[src/u16u8_pkg.sv]
// ----------------------------------------------------------------------------
// u16u8_pkg
// Shared types, constants and encoding functions for the UTF-16 to UTF-8
// stream converter.
// ----------------------------------------------------------------------------
package u16u8_pkg;

  localparam int unsigned ByteW = 8;
  localparam int unsigned UnitW = 2 * ByteW;

  typedef logic [ByteW-1:0] byte_t;
  typedef logic [UnitW-1:0] unit_t;
  typedef logic [1:0]       bidx_t;

  // Code unit push from the front end into the queue.
  typedef struct packed {
    logic  valid;
    unit_t unit;
  } push_t;

  // Queue status seen by both neighbours.
  typedef struct packed {
    logic full;
    logic empty;
  } qstat_t;

  // One encoded byte together with its end-of-unit flag.
  typedef struct packed {
    logic  last;
    byte_t data;
  } obyte_t;

  // Number of UTF-8 bytes for a code unit: 1, 2 or 3.
  function automatic bidx_t utf8_len(unit_t unit);
    bidx_t len;
    if (unit[15:7] == 9'd0) begin
      len = 2'd1;
    end else if (unit[15:11] == 5'd0) begin
      len = 2'd2;
    end else begin
      len = 2'd3;
    end
    return len;
  endfunction

  // Byte number idx of the UTF-8 encoding of a code unit.
  function automatic obyte_t utf8_byte(unit_t unit, bidx_t idx);
    obyte_t ob;
    bidx_t  len;
    len = utf8_len(unit);
    ob  = '0;
    case (idx)
      2'd0: begin
        case (len)
          2'd1:    ob = '{last: 1'b1, data: unit[7:0]};
          2'd2:    ob = '{last: 1'b0, data: {3'b110, unit[10:6]}};
          default: ob = '{last: 1'b0, data: {4'b1110, unit[15:12]}};
        endcase
      end
      2'd1: begin
        if (len == 2'd2) begin
          ob = '{last: 1'b1, data: {2'b10, unit[5:0]}};
        end else begin
          ob = '{last: 1'b0, data: {2'b10, unit[11:6]}};
        end
      end
      default: ob = '{last: 1'b1, data: {2'b10, unit[5:0]}};
    endcase
    return ob;
  endfunction

endpackage

[src/u16u8_front.sv]
// ----------------------------------------------------------------------------
// u16u8_front
// Accepts raw bytes, holds the first byte of each pair and pushes finished
// 16-bit code units into the queue. Also holds the byte-order register.
// ----------------------------------------------------------------------------
module u16u8_front (
  input  logic              clk,
  input  logic              rst_n,
  input  logic              cfg_we,
  input  logic              cfg_wdata,
  input  logic              in_tvalid,
  output logic              in_tready,
  input  u16u8_pkg::byte_t  in_byte,
  input  logic              in_drop,
  input  u16u8_pkg::qstat_t qstat,
  output u16u8_pkg::push_t  push
);

  logic             little_endian_r, little_endian_nxt;
  logic             pend_valid_r, pend_valid_nxt;
  u16u8_pkg::byte_t pend_byte_r, pend_byte_nxt;
  logic             accept;
  logic             pairing;

  assign in_tready = ~qstat.full;
  assign accept    = in_tvalid & in_tready;
  assign pairing   = pend_valid_r & ~in_drop;

  always_comb begin
    little_endian_nxt = cfg_we ? cfg_wdata : little_endian_r;
    pend_valid_nxt    = pend_valid_r;
    pend_byte_nxt     = pend_byte_r;
    push.valid        = 1'b0;
    push.unit         = little_endian_r ? {in_byte, pend_byte_r} : {pend_byte_r, in_byte};
    if (accept) begin
      if (pairing) begin
        push.valid     = 1'b1;
        pend_valid_nxt = 1'b0;
      end else begin
        pend_byte_nxt  = in_byte;
        pend_valid_nxt = 1'b1;
      end
    end
  end

  always_ff @(posedge clk) begin
    if (!rst_n) begin
      little_endian_r <= 1'b1;
      pend_valid_r    <= 1'b0;
    end else begin
      little_endian_r <= little_endian_nxt;
      pend_valid_r    <= pend_valid_nxt;
    end
    pend_byte_r <= pend_byte_nxt;
  end

endmodule

[src/u16u8_queue.sv]
// ----------------------------------------------------------------------------
// u16u8_queue
// Short register queue of code units between the front and back ends.
// ----------------------------------------------------------------------------
module u16u8_queue #(
  parameter int unsigned DEPTH = 2
) (
  input  logic              clk,
  input  logic              rst_n,
  input  u16u8_pkg::push_t  push,
  input  logic              pop,
  output u16u8_pkg::unit_t  head,
  output u16u8_pkg::qstat_t qstat
);

  localparam int unsigned IdxW = (DEPTH > 1) ? $clog2(DEPTH) : 1;
  localparam int unsigned CntW = $clog2(DEPTH + 1);

  u16u8_pkg::unit_t slot_r [DEPTH];
  logic [IdxW-1:0]  wr_ptr_r, wr_ptr_nxt;
  logic [IdxW-1:0]  rd_ptr_r, rd_ptr_nxt;
  logic [CntW-1:0]  count_r, count_nxt;

  assign qstat.full  = (count_r == CntW'(DEPTH));
  assign qstat.empty = (count_r == '0);
  assign head        = slot_r[rd_ptr_r];

  always_comb begin
    wr_ptr_nxt = wr_ptr_r;
    rd_ptr_nxt = rd_ptr_r;
    count_nxt  = count_r;
    if (push.valid) begin
      wr_ptr_nxt = (wr_ptr_r == IdxW'(DEPTH - 1)) ? '0 : wr_ptr_r + 1'b1;
    end
    if (pop) begin
      rd_ptr_nxt = (rd_ptr_r == IdxW'(DEPTH - 1)) ? '0 : rd_ptr_r + 1'b1;
    end
    case ({push.valid, pop})
      2'b10:   count_nxt = count_r + 1'b1;
      2'b01:   count_nxt = count_r - 1'b1;
      default: count_nxt = count_r;
    endcase
  end

  always_ff @(posedge clk) begin
    if (!rst_n) begin
      wr_ptr_r <= '0;
      rd_ptr_r <= '0;
      count_r  <= '0;
    end else begin
      wr_ptr_r <= wr_ptr_nxt;
      rd_ptr_r <= rd_ptr_nxt;
      count_r  <= count_nxt;
    end
    if (push.valid) begin
      slot_r[wr_ptr_r] <= push.unit;
    end
  end

  a_no_overflow: assert property (@(posedge clk) disable iff (!rst_n)
    push.valid |-> !qstat.full)
    else $error("queue pushed while full");

  a_no_underflow: assert property (@(posedge clk) disable iff (!rst_n)
    pop |-> !qstat.empty)
    else $error("queue popped while empty");

endmodule

[src/u16u8_back.sv]
// ----------------------------------------------------------------------------
// u16u8_back
// Takes code units from the queue and sends them out as UTF-8 bytes through
// a registered output stage, one byte per cycle while out_tready holds and units are queued.
// ----------------------------------------------------------------------------
module u16u8_back (
  input  logic              clk,
  input  logic              rst_n,
  input  u16u8_pkg::unit_t  head,
  input  u16u8_pkg::qstat_t qstat,
  output logic              pop,
  output logic              out_tvalid,
  input  logic              out_tready,
  output u16u8_pkg::byte_t  out_byte,
  output logic              out_last
);

  logic               busy_r, busy_nxt;
  u16u8_pkg::unit_t   unit_r, unit_nxt;
  u16u8_pkg::bidx_t   idx_r, idx_nxt;
  logic               ovalid_r, ovalid_nxt;
  u16u8_pkg::obyte_t  obyte_r, obyte_nxt;
  logic               load;

  assign load       = ~ovalid_r | out_tready;
  assign out_tvalid = ovalid_r;
  assign out_byte   = obyte_r.data;
  assign out_last   = obyte_r.last;

  always_comb begin
    busy_nxt   = busy_r;
    unit_nxt   = unit_r;
    idx_nxt    = idx_r;
    ovalid_nxt = ovalid_r;
    obyte_nxt  = obyte_r;
    pop        = 1'b0;
    if (load) begin
      if (busy_r) begin
        ovalid_nxt = 1'b1;
        obyte_nxt  = u16u8_pkg::utf8_byte(unit_r, idx_r);
        if (idx_r + 2'd1 == u16u8_pkg::utf8_len(unit_r)) begin
          busy_nxt = 1'b0;
        end else begin
          idx_nxt = idx_r + 2'd1;
        end
      end else if (!qstat.empty) begin
        pop        = 1'b1;
        ovalid_nxt = 1'b1;
        obyte_nxt  = u16u8_pkg::utf8_byte(head, 2'd0);
        unit_nxt   = head;
        idx_nxt    = 2'd1;
        busy_nxt   = (u16u8_pkg::utf8_len(head) != 2'd1);
      end else begin
        ovalid_nxt = 1'b0;
      end
    end
  end

  always_ff @(posedge clk) begin
    if (!rst_n) begin
      busy_r   <= 1'b0;
      ovalid_r <= 1'b0;
      idx_r    <= 2'd0;
    end else begin
      busy_r   <= busy_nxt;
      ovalid_r <= ovalid_nxt;
      idx_r    <= idx_nxt;
    end
    unit_r  <= unit_nxt;
    obyte_r <= obyte_nxt;
  end

  a_idx_in_range: assert property (@(posedge clk) disable iff (!rst_n)
    busy_r |-> (idx_r != 2'd0) && (idx_r < u16u8_pkg::utf8_len(unit_r)))
    else $error("byte index outside the current code unit");

  a_busy_needs_open_byte: assert property (@(posedge clk) disable iff (!rst_n)
    busy_r |-> ovalid_r && !obyte_r.last)
    else $error("unit still in progress after its final byte was staged");

endmodule

[src/utf16_to_utf8_stream_core.sv]
// ----------------------------------------------------------------------------
// utf16_to_utf8_stream_core
// Converts a raw UTF-16 byte stream into UTF-8 bytes, one code unit at a time.
// ----------------------------------------------------------------------------
//
//   Channel  Direction  Payload                              Handshake
//   in_      slave      tdata[7:0] byte, tuser drop pending  tvalid/tready
//   out_     master     tdata[7:0] UTF-8 byte, tlast         tvalid/tready
//   cfg_     write      wdata: little endian byte order      we, no wait
//
// An input byte is taken in every cycle while the unit queue has space, so a
// code unit needs two input transfers. The serialiser gives one to three
// UTF-8 bytes per unit and at most one output byte per cycle; a run of
// three-byte units holds back the input once the queue is full. The first
// byte of a unit reaches out_ through the unit queue and the registered
// output stage, when the serialiser is free and the output register loads.
// Reset is synchronous with rst_n low; no clearing pass.
// Either side may stall on its own: the queue absorbs up to FIFO_DEPTH units.
//
// Bytes are paired in the front end: the first byte of a pair is held until
// its partner arrives, then the unit is formed under the current byte order
// and pushed into the queue. A transfer with tuser set discards a held byte
// so that its own byte opens a new pair. Surrogates are encoded as plain
// UCS-2 units in three bytes each.
// ----------------------------------------------------------------------------
module utf16_to_utf8_stream_core #(
  parameter int unsigned FIFO_DEPTH = 2
) (
  input  logic       clk,
  input  logic       rst_n,
  // Configuration: bit 0 is little_endian.
  input  logic       cfg_we,
  input  logic       cfg_wdata,
  // Input stream.
  input  logic       in_tvalid,
  output logic       in_tready,
  input  logic [7:0] in_tdata,   // [7:0] in_byte
  input  logic       in_tuser,   // [0] drop_pending
  // Output stream.
  output logic       out_tvalid,
  input  logic       out_tready,
  output logic [7:0] out_tdata,  // [7:0] out_byte
  output logic       out_tlast
);

  u16u8_pkg::push_t  push;
  u16u8_pkg::qstat_t qstat;
  u16u8_pkg::unit_t  head;
  logic              pop;

  // Front end: byte pairing and the byte-order register.
  u16u8_front u_front (
    .clk       (clk),
    .rst_n     (rst_n),
    .cfg_we    (cfg_we),
    .cfg_wdata (cfg_wdata),
    .in_tvalid (in_tvalid),
    .in_tready (in_tready),
    .in_byte   (in_tdata),
    .in_drop   (in_tuser),
    .qstat     (qstat),
    .push      (push)
  );

  // Queue of finished code units that decouples the two ends.
  u16u8_queue #(
    .DEPTH (FIFO_DEPTH)
  ) u_queue (
    .clk   (clk),
    .rst_n (rst_n),
    .push  (push),
    .pop   (pop),
    .head  (head),
    .qstat (qstat)
  );

  // Back end: UTF-8 serialiser with a registered output stage.
  u16u8_back u_back (
    .clk        (clk),
    .rst_n      (rst_n),
    .head       (head),
    .qstat      (qstat),
    .pop        (pop),
    .out_tvalid (out_tvalid),
    .out_tready (out_tready),
    .out_byte   (out_tdata),
    .out_last   (out_tlast)
  );

endmodule

[config.mk]
export PLATFORM = sky130hd
export DESIGN_NAME = utf16_to_utf8_stream_core
export DESIGN_NICKNAME = d
export VERILOG_FILES = /design/src/u16u8_pkg.sv /design/src/u16u8_front.sv /design/src/u16u8_queue.sv /design/src/u16u8_back.sv /design/src/utf16_to_utf8_stream_core.sv
export SDC_FILE = /design/constraint.sdc
export NUM_CORES = 1
export LEC_CHECK = 0
export BUFFER_PORTS_ARGS = -buffer_cell sky130_fd_sc_hd__buf_2
export CORE_MARGIN = 1.5
export CORE_UTILIZATION = 55
export CTS_BUF_LIST = sky130_fd_sc_hd__clkbuf_16
export DETAILED_ROUTE_END_ITERATION = 12
export GPL_TIMING_DRIVEN = 0
export PLACE_DENSITY_LB_ADDON = 0.15
export SLEW_MARGIN = 10
export SYNTH_ARGS = -nofsm -noshare
export SYNTH_HDL_FRONTEND = slang
export SYNTH_SLANG_ARGS = --single-unit
export TNS_END_PERCENT = 1
[constraint.sdc]
create_clock -name clk -period 7.75 [get_ports clk]
set_input_delay 1.55 -clock clk [delete_from_list [all_inputs] [get_ports clk]]
set_output_delay 1.55 -clock clk [all_outputs]
set_load 0.1 [all_outputs]
==> impl_metrics.csv, run 1 <==
group,metric,value,unit
finish,final_area,4060,um2
global_routing,grt_pass1_vias,2178,
critical_path,critical_path_fanout_max,5,
placed_design,post_dp_cell_area,3710,um2
routing,drt_iter0_drc,99,
cts,cts.path.max_buffers,2,
sta,rsz0062_at_grt,"no",
cts,cts.repair.resized,0,
placed_design,buffer_ports.inserted,25,
sta,final.min_clock_period,3000,ps
global_routing,wire_length_of_the_first_global_routing_pass,10.7,mm
cts,cts_hold_repair.buffers,0,
cts,clk_latency,330,ps
routing,ant_nets,0,
cts,cts.reportedPaths.clkPinSlew,60,ps
sta,fin_setup_tns,0,ps
flow_run,max_capacitance_violation_count,0,
routing,dr_total_vias,2212,
finish,drive_above_1_share,0.287,
synth,mapped_nets,278,
critical_path,critical_path_class,"register to output pin",
global_routing,grt.total_usage,0.220,
global_routing,number_of_antenna_violations_at_the_first_check_in_global_routing,0,
synth,synth_warnings,0,
synth,sequential_element_share_of_the_synthesized_area,0.627,
sta,fmax,0.333,GHz
floorplanning,initial_core_util,0.578,
cts,cts_made_buffers,9,
cts,clock_tree_from_tritoncts,"yes",
synth,ys_async_sr_fraction,0,
sta,slew-limit-headroom,0.353,
finish,finalNonFillerCells,378,
power,leakage_power,1.40,nW
power,power,1.50,mW
critical_path,critical_path.endpoint_type,"output pin",
routing,routed_wl,6.68,mm
cts,cts_max_level,3,
critical_path,worstPathArrival,1450,ps
floorplanning,floorplan.io_pins,26,
floorplanning,die-height,82.4,um
synth,ys.flop_type,"sky130_fd_sc_hd__edfxtp_1",
finish,antenna_cells_inserted,0,
floorplanning,num_rows,28,
routing,routed_length_per_placed_instance,17.7,um
routing,vias_per_cell,5.85,
sta,max_slew.worst_pin.slew,970,ps
finish,finalNetCount,316,
synth,netlist_area,3460,um2
status,outcome,"complete, no violations",
cts,cts.repair_timing.setup_buffer_count,0,
finish,syn_to_final_growth,17.3,%
power,power.ir.vdd_worst,0.208,mV
sta,period_share,0.387,
synth,syn-mean-instance-area,13.3,um2
routing,drcViolationCount,0,
cts,clk_root_buffer_cell,"sky130_fd_sc_hd__clkbuf_16",
finish,final_core_occ,0.678,
sta,timing.clock.skew,5.91,ps
sta,finalSetupViolCount,0,
synth,synth_edf_count,65,
placed_design,post-place-cells,362,
synth,synth_seq_cells,76,
critical_path,regToRegSetupSlack,5530,ps
sta,slew_viol_final,0,
synth,ys_types,50,
floorplanning,die_x,82.4,um
synth,syn-instance-count,260,
global_routing,overflow,0,
sta,finalHoldViolCount,0,
routing,number_of_optimization_iterations_in_the_first_detailed_route_pass,4,
global_routing,grt_max_degree,17,
worst_hold_path,timing.hold.worst.class,"register to register",
power,power_per_cell_area,370,nW/um2
critical_path,critical_path_required,6200,ps
floorplanning,design.die.area,6780,um2
critical_path,start_kind,"register",
cts,clk_sink_count,76,
floorplanning,coreArea,5990,um2
placed_design,place.gp.congestion,0.890,
placed_design,place_hpwl,4.76,mm
==> final cells by class <==
cell class              instances  area, um2
multi-input cells             166       1230
well taps                      75       93.8
repair buffers                 27        148
clock buffers                   9        225
inverters                       5       18.8
plain buffers                  13       53.8
clock inverters                 7        123
flip-flops and latches         76       2170
fillers                       446       1930
==> layer usage <==
metal | part of all wire | GRT usage | vias to the layer above
met5 | 0 | 0 | -
met4 | 0.027 | 0.120 | 0
met3 | 0.037 | 0.0363 | 18
met2 | 0.49 | 0.372 | 64
met1 | 0.45 | 0.268 | 1040
li1 | - | - | 1090
==> stage by stage <==
stage,hold WS (ps),worst slack [ps]
after detailed placement,548,4430
after CTS,557,4740
after floorplan,491,3660
final,559,4750
after global placement,518,3030
after global routing,597,4640
==> kinds of logic (layout without fill, tap and decap cells) <==
logic type | Yosys count | after routing | share of synthesized area
DFF | 76 | 76 | 0.627
muxes | 38 | 38 | 0.122
AOI/OAI and AO/OA | 57 | 57 | 0.111
and+or+nand+nor | 65 | 65 | 0.101
xor gates and xnor gates | 3 | 3 | 0.00759
adders and majority gates | 3 | 3 | 0.0108
buffers and inverters | 18 | 61 | 0.0210
==> cell usage after synthesis, types with 4 or more instances <==
master / n / area share
sky130_fd_sc_hd__clkbuf_1: 8 / 0.0087
sky130_fd_sc_hd__mux2_2: 33 / 0.11
sky130_fd_sc_hd__and3_1: 4 / 0.0072
sky130_fd_sc_hd__a21oi_1: 15 / 0.022
sky130_fd_sc_hd__dfxtp_1: 11 / 0.064
sky130_fd_sc_hd__nand3_1: 5 / 0.0072
sky130_fd_sc_hd__buf_2: 4 / 0.0058
sky130_fd_sc_hd__o21ai_0: 9 / 0.013
sky130_fd_sc_hd__nor4_1: 6 / 0.011
sky130_fd_sc_hd__nor2_1: 13 / 0.014
sky130_fd_sc_hd__mux2i_1: 5 / 0.014
sky130_fd_sc_hd__a211oi_1: 5 / 0.011
sky130_fd_sc_hd__edfxtp_1: 65 / 0.56
sky130_fd_sc_hd__nand2_1: 12 / 0.013
sky130_fd_sc_hd__and2_1: 4 / 0.0072
sky130_fd_sc_hd__inv_1: 5 / 0.0054
sky130_fd_sc_hd__a41oi_1: 4 / 0.010
==> state kept, by name, summed over array words and instances (netlist names), named ones only <==
name	count
u_back.busy_r	1
u_back.idx_r	2
u_back.out_byte	8
u_back.out_last	1
u_back.out_tvalid	1
u_back.unit_r	16
u_front.little_endian_r	1
u_front.pend_byte_r	8
u_front.pend_valid_r	1
u_queue.count_r	2
u_queue.rd_ptr_r	1
u_queue.slot_r	32
u_queue.wr_ptr_r	1
==> power breakdown <==
part           internal (mW)  switching, mW
clock network          0.317          0.164
logic                  0.130          0.309
registers              0.543         0.0391
total                  0.990          0.512
==> critical path: stages (launching register included) <==
cell                       delay, ps
sky130_fd_sc_hd__dfxtp_1         430
sky130_fd_sc_hd__nand2b_1        230
sky130_fd_sc_hd__buf_2           460
==> worst paths after layout <==
| path | from | endpoint | cells past startpoint |
|---|---|---|---|
| setup / recovery | u_queue.count_r[0]$_SDFFE_PN0P_ | in_tready | 2 |
| hold / removal | u_queue.count_r[1]$_SDFFE_PN0P_ | u_queue.count_r[1]$_SDFFE_PN0P_ | 2 |
| setup reg to reg | u_back.unit_r[12]$_DFFE_PP_ | u_back.out_byte[3]$_DFFE_PP_ | 6 |
| hold reg to reg | u_queue.count_r[1]$_SDFFE_PN0P_ | u_queue.count_r[1]$_SDFFE_PN0P_ | 2 |
==> layout by cell type, fill, tap and decap left out, drive strengths merged, types with 2 or more instances in the layout <==
master and n:
edfxtp 65, mux2 33, buf 32, clkbuf 17, a21oi 15, nor2 13, nand2 12, dfxtp 11
o21ai 9, inv 7, and2 7, nor4 6, nand3 5, mux2i 5, a211oi 5, a41oi 4
and3 4, nor2b 3, a22oi 3, o22ai 3, ha 3, bufinv 3, or4 3, nor3 3
nand2b 2, a21o 2, or3 2, o21a 2, a21boi 2, xnor2 2, or2 2
(Power assumes the default switching activity.)
==> inputs of run 2 (changes only) <==
--- a/config.mk
+++ b/config.mk
@@ -5,6 +5,7 @@
 export SDC_FILE = /design/constraint.sdc
 export NUM_CORES = 1
 export LEC_CHECK = 0
+export ABC_AREA = 1
 export BUFFER_PORTS_ARGS = -buffer_cell sky130_fd_sc_hd__buf_2
 export CORE_MARGIN = 1.5
 export CORE_UTILIZATION = 55
==> constraint.sdc (replaced) <==
create_clock -name clk -period 2.9 [get_ports clk]
set_input_delay 0.58 -clock clk [delete_from_list [all_inputs] [get_ports clk]]
set_output_delay 0.58 -clock clk [all_outputs]
set_load 0.1 [all_outputs]
==> run 2 against run 1 <==
Sequential power grew to 2.8 times the previous value. Wire length is 10% lower. Critical endpoint is now u_queue.count_r[1]$_SDFFE_PN0P_. Die area is 0.34% higher. Synthesized area is 0.36% higher. Global-route usage is 2.2 points lower. Sequential share of layout area is 0.94 points higher. Non-clock buffer count is 7 lower. Clock-buffer cell count stayed put. Flip-flop and latch count stayed put. Worst setup slack worse by 3800 ps. Synthesized cell count is 30% higher. Critical path depth is 6 higher.
==> impl_metrics.csv, run 2 <==
group,metric,value,unit
status,outcome,"complete, no violations",
routing,vias_per_cell,5.18,
routing,dr_total_vias,2350,
sta,fin_setup_tns,0,ps
placed_design,place_hpwl,4.48,mm
synth,synth_edf_count,65,
cts,cts.path.max_buffers,2,
floorplanning,coreArea,6030,um2
critical_path,start_kind,"register",
cts,cts.repair.resized,0,
critical_path,critical_path_fanout_max,18,
power,leakage_power,1.62,nW
synth,syn-instance-count,338,
sta,period_share,0.684,
finish,largest_register,"u_queue.slot_r",
routing,number_of_optimization_iterations_in_the_first_detailed_route_pass,4,
finish,drive_above_1_share,0.208,
finish,finalNetCount,392,
finish,largest_register_ff_count,32,
floorplanning,die-height,82.5,um
sta,slew-limit-headroom,0.251,
global_routing,overflow,0,
synth,ys_types,36,
critical_path,r2r-end,"u_queue.count_r[1]$_SDFFE_PN0P_",
global_routing,grt_max_degree,19,
routing,routed_length_per_placed_instance,13.2,um
critical_path,critical_path.endpoint_type,"register",
critical_path,critical-path-top-cell-by-count,"sky130_fd_sc_hd__nor2_1",
floorplanning,die_x,82.5,um
critical_path,slowest_cell_on_the_critical_path,"sky130_fd_sc_hd__inv_1",
power,power,4.37,mW
synth,ys_async_sr_fraction,0,
critical_path,critical_path_required,3150,ps
global_routing,wire_length_of_the_first_global_routing_pass,9.72,mm
global_routing,number_of_antenna_violations_at_the_first_check_in_global_routing,0,
worst_hold_path,timing.hold.worst.class,"input port to register",
routing,ant_nets,0,
synth,mapped_nets,356,
finish,syn_to_final_growth,14.9,%
global_routing,grt.total_usage,0.198,
floorplanning,num_rows,28,
synth,netlist.area_leader.share,0.562,
synth,multiplexer_fraction_of_the_synthesized_cell_area,0.0191,
synth,synth_adder_area_share,0.0108,
floorplanning,floorplan.io_pins,26,
sta,finalHoldWorstSlack,446,ps
cts,cts.reportedPaths.clkPinSlew,60,ps
synth,syn-mean-instance-area,10.3,um2
synth,ys_top_cells_by_area,"sky130_fd_sc_hd__edfxtp_1, sky130_fd_sc_hd__nand2_1, sky130_fd_sc_hd__dfxtp_1",
synth,sequential_element_share_of_the_synthesized_area,0.625,
sta,finalSetupViolCount,0,
synth,yosys.area.top_type,"sky130_fd_sc_hd__edfxtp_1",
sta,finalHoldViolCount,0,
flow_run,max_capacitance_violation_count,0,
synth,synth-xor-area-share,0.00252,
floorplanning,design.die.area,6810,um2
critical_path,timing.critical_path.cells,"buf_2 -> nor2_1 -> nand2_1 -> inv_1 -> ha_1 -> nor2_1 -> a21oi_1 -> nor3_1",
sta,timing.clock.skew,5.00,ps
cts,clk_latency,320,ps
synth,synth_common_cells,"sky130_fd_sc_hd__nand2_1, sky130_fd_sc_hd__edfxtp_1, sky130_fd_sc_hd__inv_1, sky130_fd_sc_hd__nor2_1, sky130_fd_sc_hd__o21ai_0",
cts,cts_made_buffers,9,
worst_hold_path,hp-start,"in_tdata[0]",
critical_path,critical_path_class,"register to register",
synth,ys.flop_type,"sky130_fd_sc_hd__edfxtp_1",
synth,post-synth-top-count-cell,"sky130_fd_sc_hd__nand2_1",
cts,cts.repair_timing.setup_buffer_count,0,
routing,drt_iter0_drc,199,
sta,rsz0062_at_grt,"no",
synth,synth_top_family_by_area,"simple AND/OR/NAND/NOR gates",
critical_path,regToRegSetupSlack,920,ps
finish,antenna_cells_inserted,0,
finish,final_common_cell,"sky130_fd_sc_hd__nand2_1",
cts,clk_sink_count,76,
critical_path,r2r_cells,8,
sta,slew_viol_final,0,
critical_path,worstPathArrival,2230,ps
routing,drcViolationCount,0,
floorplanning,initial_core_util,0.577,
critical_path,r2r-start,"u_back.busy_r$_SDFFE_PN0P_",
finish,top_regs,"u_queue.slot_r x32, u_back.unit_r x16",
synth,post_synth_and_or_nand_nor_area_fraction,0.176,
cts,clk_root_buffer_cell,"sky130_fd_sc_hd__clkbuf_16",
global_routing,grt_pass1_vias,2130,
cts,cts_hold_repair.buffers,0,
routing,routed_wl,5.98,mm
sta,final.min_clock_period,1980,ps
cts,clock_tree_from_tritoncts,"yes",
synth,netlist_area,3480,um2
synth,synth_seq_cells,76,
placed_design,buffer_ports.inserted,25,
sta,max_slew.worst_pin.slew,1120,ps
critical_path,max_stage_delay,500,ps
worst_hold_path,worstHoldEndpoint,"u_front.pend_byte_r[0]$_DFFE_PP_",
cts,cts_max_level,3,
synth,synth_area_in_compound_gates,0.0925,
worst_hold_path,hold_depth,1,
sta,fmax,0.504,GHz
synth,synth_warnings,0,
placed_design,place.gp.congestion,0.888,
power,power.ir.vdd_worst,0.743,mV
power,power_per_cell_area,1090,nW/um2
finish,layout.cells.most_common_list,"sky130_fd_sc_hd__nand2_1, sky130_fd_sc_hd__edfxtp_1, sky130_fd_sc_hd__inv_1",
[run 2: changes by cell type after synthesis, sizes merged, moves of 7 or more]
cell / previous run / this run
nor2: 13 / 35
and2: 7 / 0
nand2: 12 / 75
mux2: 33 / 5
nand3: 5 / 22
o21ai: 9 / 34
inv: 5 / 49
[run 2: worst max-delay path: cells and delay by family, from the launching register on]
kind	cells	cell delay (ps)
compound gates	1	70
simple gates	4	500
fa+ha+maj	1	380
flops	1	290
buf+inv	2	670
[run 2: per-stage QoR]
step / util / std cells / instance area, um2 / setup slack, ps
6_report: 0.663 / 454 / 3990 / 916
2_1_floorplan: - / 338 / 3480 / 327
3_5_place_dp: 0.614 / 438 / 3700 / 709
5_1_grt: 0.663 / 454 / 3990 / 672
3_3_place_gp: 0.613 / 438 / 3690 / 474
4_1_cts: 0.663 / 454 / 3990 / 889
[run 2: final cells by class]
cell class                      instances  area [um2]
Buffer                                  8        66.3
Fill cell                             488        2030
Sequential cell                        76        2170
Inverter                               51         193
Clock buffer                            9         225
Tap cell                               75        93.8
Clock inverter                          7        67.6
Timing Repair Buffer                   25         125
Multi-Input combinational cell        203        1050
[run 2: worst max-delay path by stage]
| stage | slack [ps] | endpoint | startpoint |
|---|---|---|---|
| floorplan | 330 | u_queue.slot_r[1][0]$_DFFE_PP_ | u_queue.count_r[0]$_SDFFE_PN0P_ |
| global placement | 470 | u_queue.slot_r[1][10]$_DFFE_PP_ | in_tvalid |
| detailed placement | 710 | u_queue.count_r[1]$_SDFFE_PN0P_ | out_tready |
| CTS | 890 | u_back.idx_r[0]$_SDFFE_PN0P_ | u_back.busy_r$_SDFFE_PN0P_ |
| global route | 670 | u_back.idx_r[0]$_SDFFE_PN0P_ | u_back.busy_r$_SDFFE_PN0P_ |
| finish | 920 | u_queue.count_r[1]$_SDFFE_PN0P_ | u_back.busy_r$_SDFFE_PN0P_ |
[run 2: metal layers]
| metal | vias up | GRT usage | part of all wire |
|---|---|---|---|
| li1 | 1197 | - | - |
| met1 | 1081 | 0.231 | 0.43 |
| met2 | 64 | 0.346 | 0.52 |
| met3 | 8 | 0.0374 | 0.044 |
| met4 | 0 | 0.103 | 0.015 |
| met5 | - | 0 | 0 |
[run 2: kinds of logic after synthesis]
| group | after synthesis |
|---|---|
| and+or+nand+nor | 137 |
| muxes | 6 |
| DFF | 76 |
| buffers and inverters | 59 |
| xor gates and xnor gates | 1 |
| AOI/OAI and AO/OA | 56 |
| adders and majority gates | 3 |
[run 2: report_power, final]
group / switching (mW) / internal (mW) / total [mW]
clock: 0.411 / 0.662 / 1.07
sequential: 0.0998 / 1.55 / 1.65
combinational: 1.23 / 0.415 / 1.65
==> inputs of run 3 (changes only) <==
--- a/config.mk
+++ b/config.mk
@@ -8,7 +8,7 @@
 export ABC_AREA = 1
 export BUFFER_PORTS_ARGS = -buffer_cell sky130_fd_sc_hd__buf_2
 export CORE_MARGIN = 1.5
-export CORE_UTILIZATION = 55
+export CORE_UTILIZATION = 54
 export CTS_BUF_LIST = sky130_fd_sc_hd__clkbuf_16
 export DETAILED_ROUTE_END_ITERATION = 12
 export GPL_TIMING_DRIVEN = 0
==> constraint.sdc (replaced) <==
create_clock -name clk -period 1.7 [get_ports clk]
set_input_delay 0.34 -clock clk [delete_from_list [all_inputs] [get_ports clk]]
set_output_delay 0.34 -clock clk [all_outputs]
set_load 0.1 [all_outputs]
==> run 3 against run 2 <==
Clock power rose by 59%. Critical path depth rose by 2. Global-route usage fell by 1.0 points. Clock skew barely moved. Worst setup slack got worse by 870 ps. First-iteration DRC count fell by 13%. Design area rose by 2.5%. Clock-buffer cell count did not move. Total power rose by 74%. Final cell count rose by 0.66%. Worst hold slack got worse by 250 ps. Register-to-register slack got worse by 870 ps. Highest routed layer unchanged.
==> impl_metrics.csv, run 3 (synthesized netlist as in run 2, its figures left out) <==
group,metric,value,unit
status,outcome,"complete, no violations",
floorplanning,design.die.area,6930,um2
global_routing,grt.total_usage,0.188,
floorplanning,coreArea,6280,um2
finish,largest_register_ff_count,32,
placed_design,place.gp.congestion,0.864,
power,power.ir.vdd_worst,1.27,mV
global_routing,wire_length_of_the_first_global_routing_pass,10.2,mm
finish,syn_to_final_growth,17.7,%
sta,timing.clock.skew,5.05,ps
placed_design,post_dp_cell_area,3750,um2
sta,finalHoldWorstSlack,200,ps
floorplanning,die_x,83.2,um
critical_path,critical_path_required,1780,ps
flow_run,max_capacitance_violation_count,0,
finish,antenna_cells_inserted,0,
sta,slew_viol_final,0,
finish,final_area,4090,um2
sta,finalSetupViolCount,0,
critical_path,critical_path_class,"register to register",
routing,routed_wl,6.04,mm
finish,finalNetCount,393,
floorplanning,floorplan.io_pins,26,
power,leakage_power,1.62,nW
floorplanning,num_rows,29,
critical_path,r2r-end,"u_back.out_byte[4]$_DFFE_PP_",
sta,rsz0062_at_grt,"yes",
sta,slew-limit-headroom,0.480,
critical_path,endpoint,"u_back.out_byte[4]$_DFFE_PP_",
finish,top_regs,"u_queue.slot_r x32, u_back.unit_r x16",
global_routing,number_of_antenna_violations_at_the_first_check_in_global_routing,0,
cts,cts_hold_repair.buffers,0,
critical_path,worstPathArrival,1730,ps
sta,max_slew.worst_pin.slew,781,ps
floorplanning,die-height,83.2,um
routing,number_of_optimization_iterations_in_the_first_detailed_route_pass,4,
placed_design,buffer_ports.inserted,25,
power,power_per_cell_area,1860,nW/um2
critical_path,start_kind,"register",
sta,finalHoldViolCount,0,
critical_path,critical_path.endpoint_type,"register",
cts,cts.reportedPaths.clkPinSlew,60,ps
routing,drcViolationCount,0,
global_routing,overflow,0,
cts,cts.path.max_buffers,2,
finish,drive_above_1_share,0.268,
finish,layout.cells.most_common_list,"sky130_fd_sc_hd__nand2_1, sky130_fd_sc_hd__edfxtp_1, sky130_fd_sc_hd__inv_1",
cts,cts_made_buffers,9,
finish,largest_register,"u_queue.slot_r",
cts,clock_tree_from_tritoncts,"yes",
cts,clk_sink_count,76,
routing,dr_total_vias,2387,
critical_path,regToRegSetupSlack,40,ps
routing,drt_iter0_drc,174,
global_routing,grt_max_degree,19,
floorplanning,initial_core_util,0.554,
sta,final.min_clock_period,1660,ps
routing,ant_nets,0,
sta,fmax,0.604,GHz
cts,clk_latency,330,ps
global_routing,grt_pass1_vias,2271,
routing,vias_per_cell,5.22,
critical_path,r2r_cells,10,
sta,period_share,0.974,
cts,clk_root_buffer_cell,"sky130_fd_sc_hd__clkbuf_16",
finish,final_common_cell,"sky130_fd_sc_hd__nand2_1",
cts,cts_max_level,3,
worst_hold_path,timing.hold.worst.class,"input port to register",
critical_path,critical_path_fanout_max,10,
routing,routed_length_per_placed_instance,13.2,um
placed_design,place_hpwl,4.50,mm
## run 3: area by class of cell
class | count | area (um2)
clock buffers | 9 | 225
fillers | 491 | 2190
repair buffers | 26 | 133
plain buffers | 8 | 67.6
clock inverters | 7 | 43.8
multi-input cells | 203 | 1150
well taps | 77 | 96.3
inverters | 51 | 196
flip-flops and latches | 76 | 2180
## run 3: critical path, stage by stage, from the launching register on
cell	delay (ps)
sky130_fd_sc_hd__dfxtp_1	310
sky130_fd_sc_hd__buf_6	140
sky130_fd_sc_hd__buf_12	140
sky130_fd_sc_hd__o21ai_2	220
sky130_fd_sc_hd__nor2_2	70
sky130_fd_sc_hd__nand3_2	90
sky130_fd_sc_hd__clkinv_1	130
sky130_fd_sc_hd__nand2_4	120
sky130_fd_sc_hd__nor2_4	50
sky130_fd_sc_hd__nand2_2	60
sky130_fd_sc_hd__nand3_2	70
## run 3: report_power, final
group | switching, mW | internal, mW
registers | 0.192 | 2.65
clock network | 0.718 | 0.978
logic | 2.22 | 0.838
total | 3.13 | 4.46
## run 3: routing by layer
metal | track usage | routed length (um) | vias to the layer above
met5 | 0 | 0 | -
met4 | 0.100 | 85 | 0
met3 | 0.0308 | 196 | 8
met2 | 0.327 | 3150 | 51
met1 | 0.222 | 2610 | 1115
li1 | - | - | 1213
## run 3: worst min path at each step
stage / startpoint / endpoint / slack (ps) / depth (start not counted)
floorplan: in_tdata[0] / u_front.pend_byte_r[0]$_DFFE_PP_ / 440 / 0
global placement: u_back.idx_r[1]$_SDFFE_PN0P_ / u_back.idx_r[1]$_SDFFE_PN0P_ / 470 / 2
detailed placement: u_back.idx_r[1]$_SDFFE_PN0P_ / u_back.idx_r[1]$_SDFFE_PN0P_ / 490 / 2
CTS: in_tdata[5] / u_front.pend_byte_r[5]$_DFFE_PP_ / 190 / 1
global route: in_tdata[5] / u_front.pend_byte_r[5]$_DFFE_PP_ / 200 / 1
finish: in_tdata[5] / u_front.pend_byte_r[5]$_DFFE_PP_ / 200 / 1
## run 3: metrics by stage
step | total power [mW] | setup TNS (ps) | utilization | cells | setup WS [ps]
2_1_floorplan | 5.23 | -4110 | - | 338 | -157
5_1_grt | 8.02 | -517 | 0.652 | 457 | -73.3
4_1_cts | 7.52 | -365 | 0.644 | 456 | -224
6_report | 7.59 | 0 | 0.652 | 457 | 44.4
3_5_place_dp | 5.80 | -7520 | 0.597 | 440 | -319
3_3_place_gp | 5.72 | -4980 | 0.597 | 440 | -245
## run 3: what timing repair did
action                                  in CTS  in global routing
gates resized for setup                      8                 13
pin swaps                                    0                  2
setup buffers                                0                  1
endpoints found under the setup margin      50                 63
endpoints found under the hold margin        0                  0
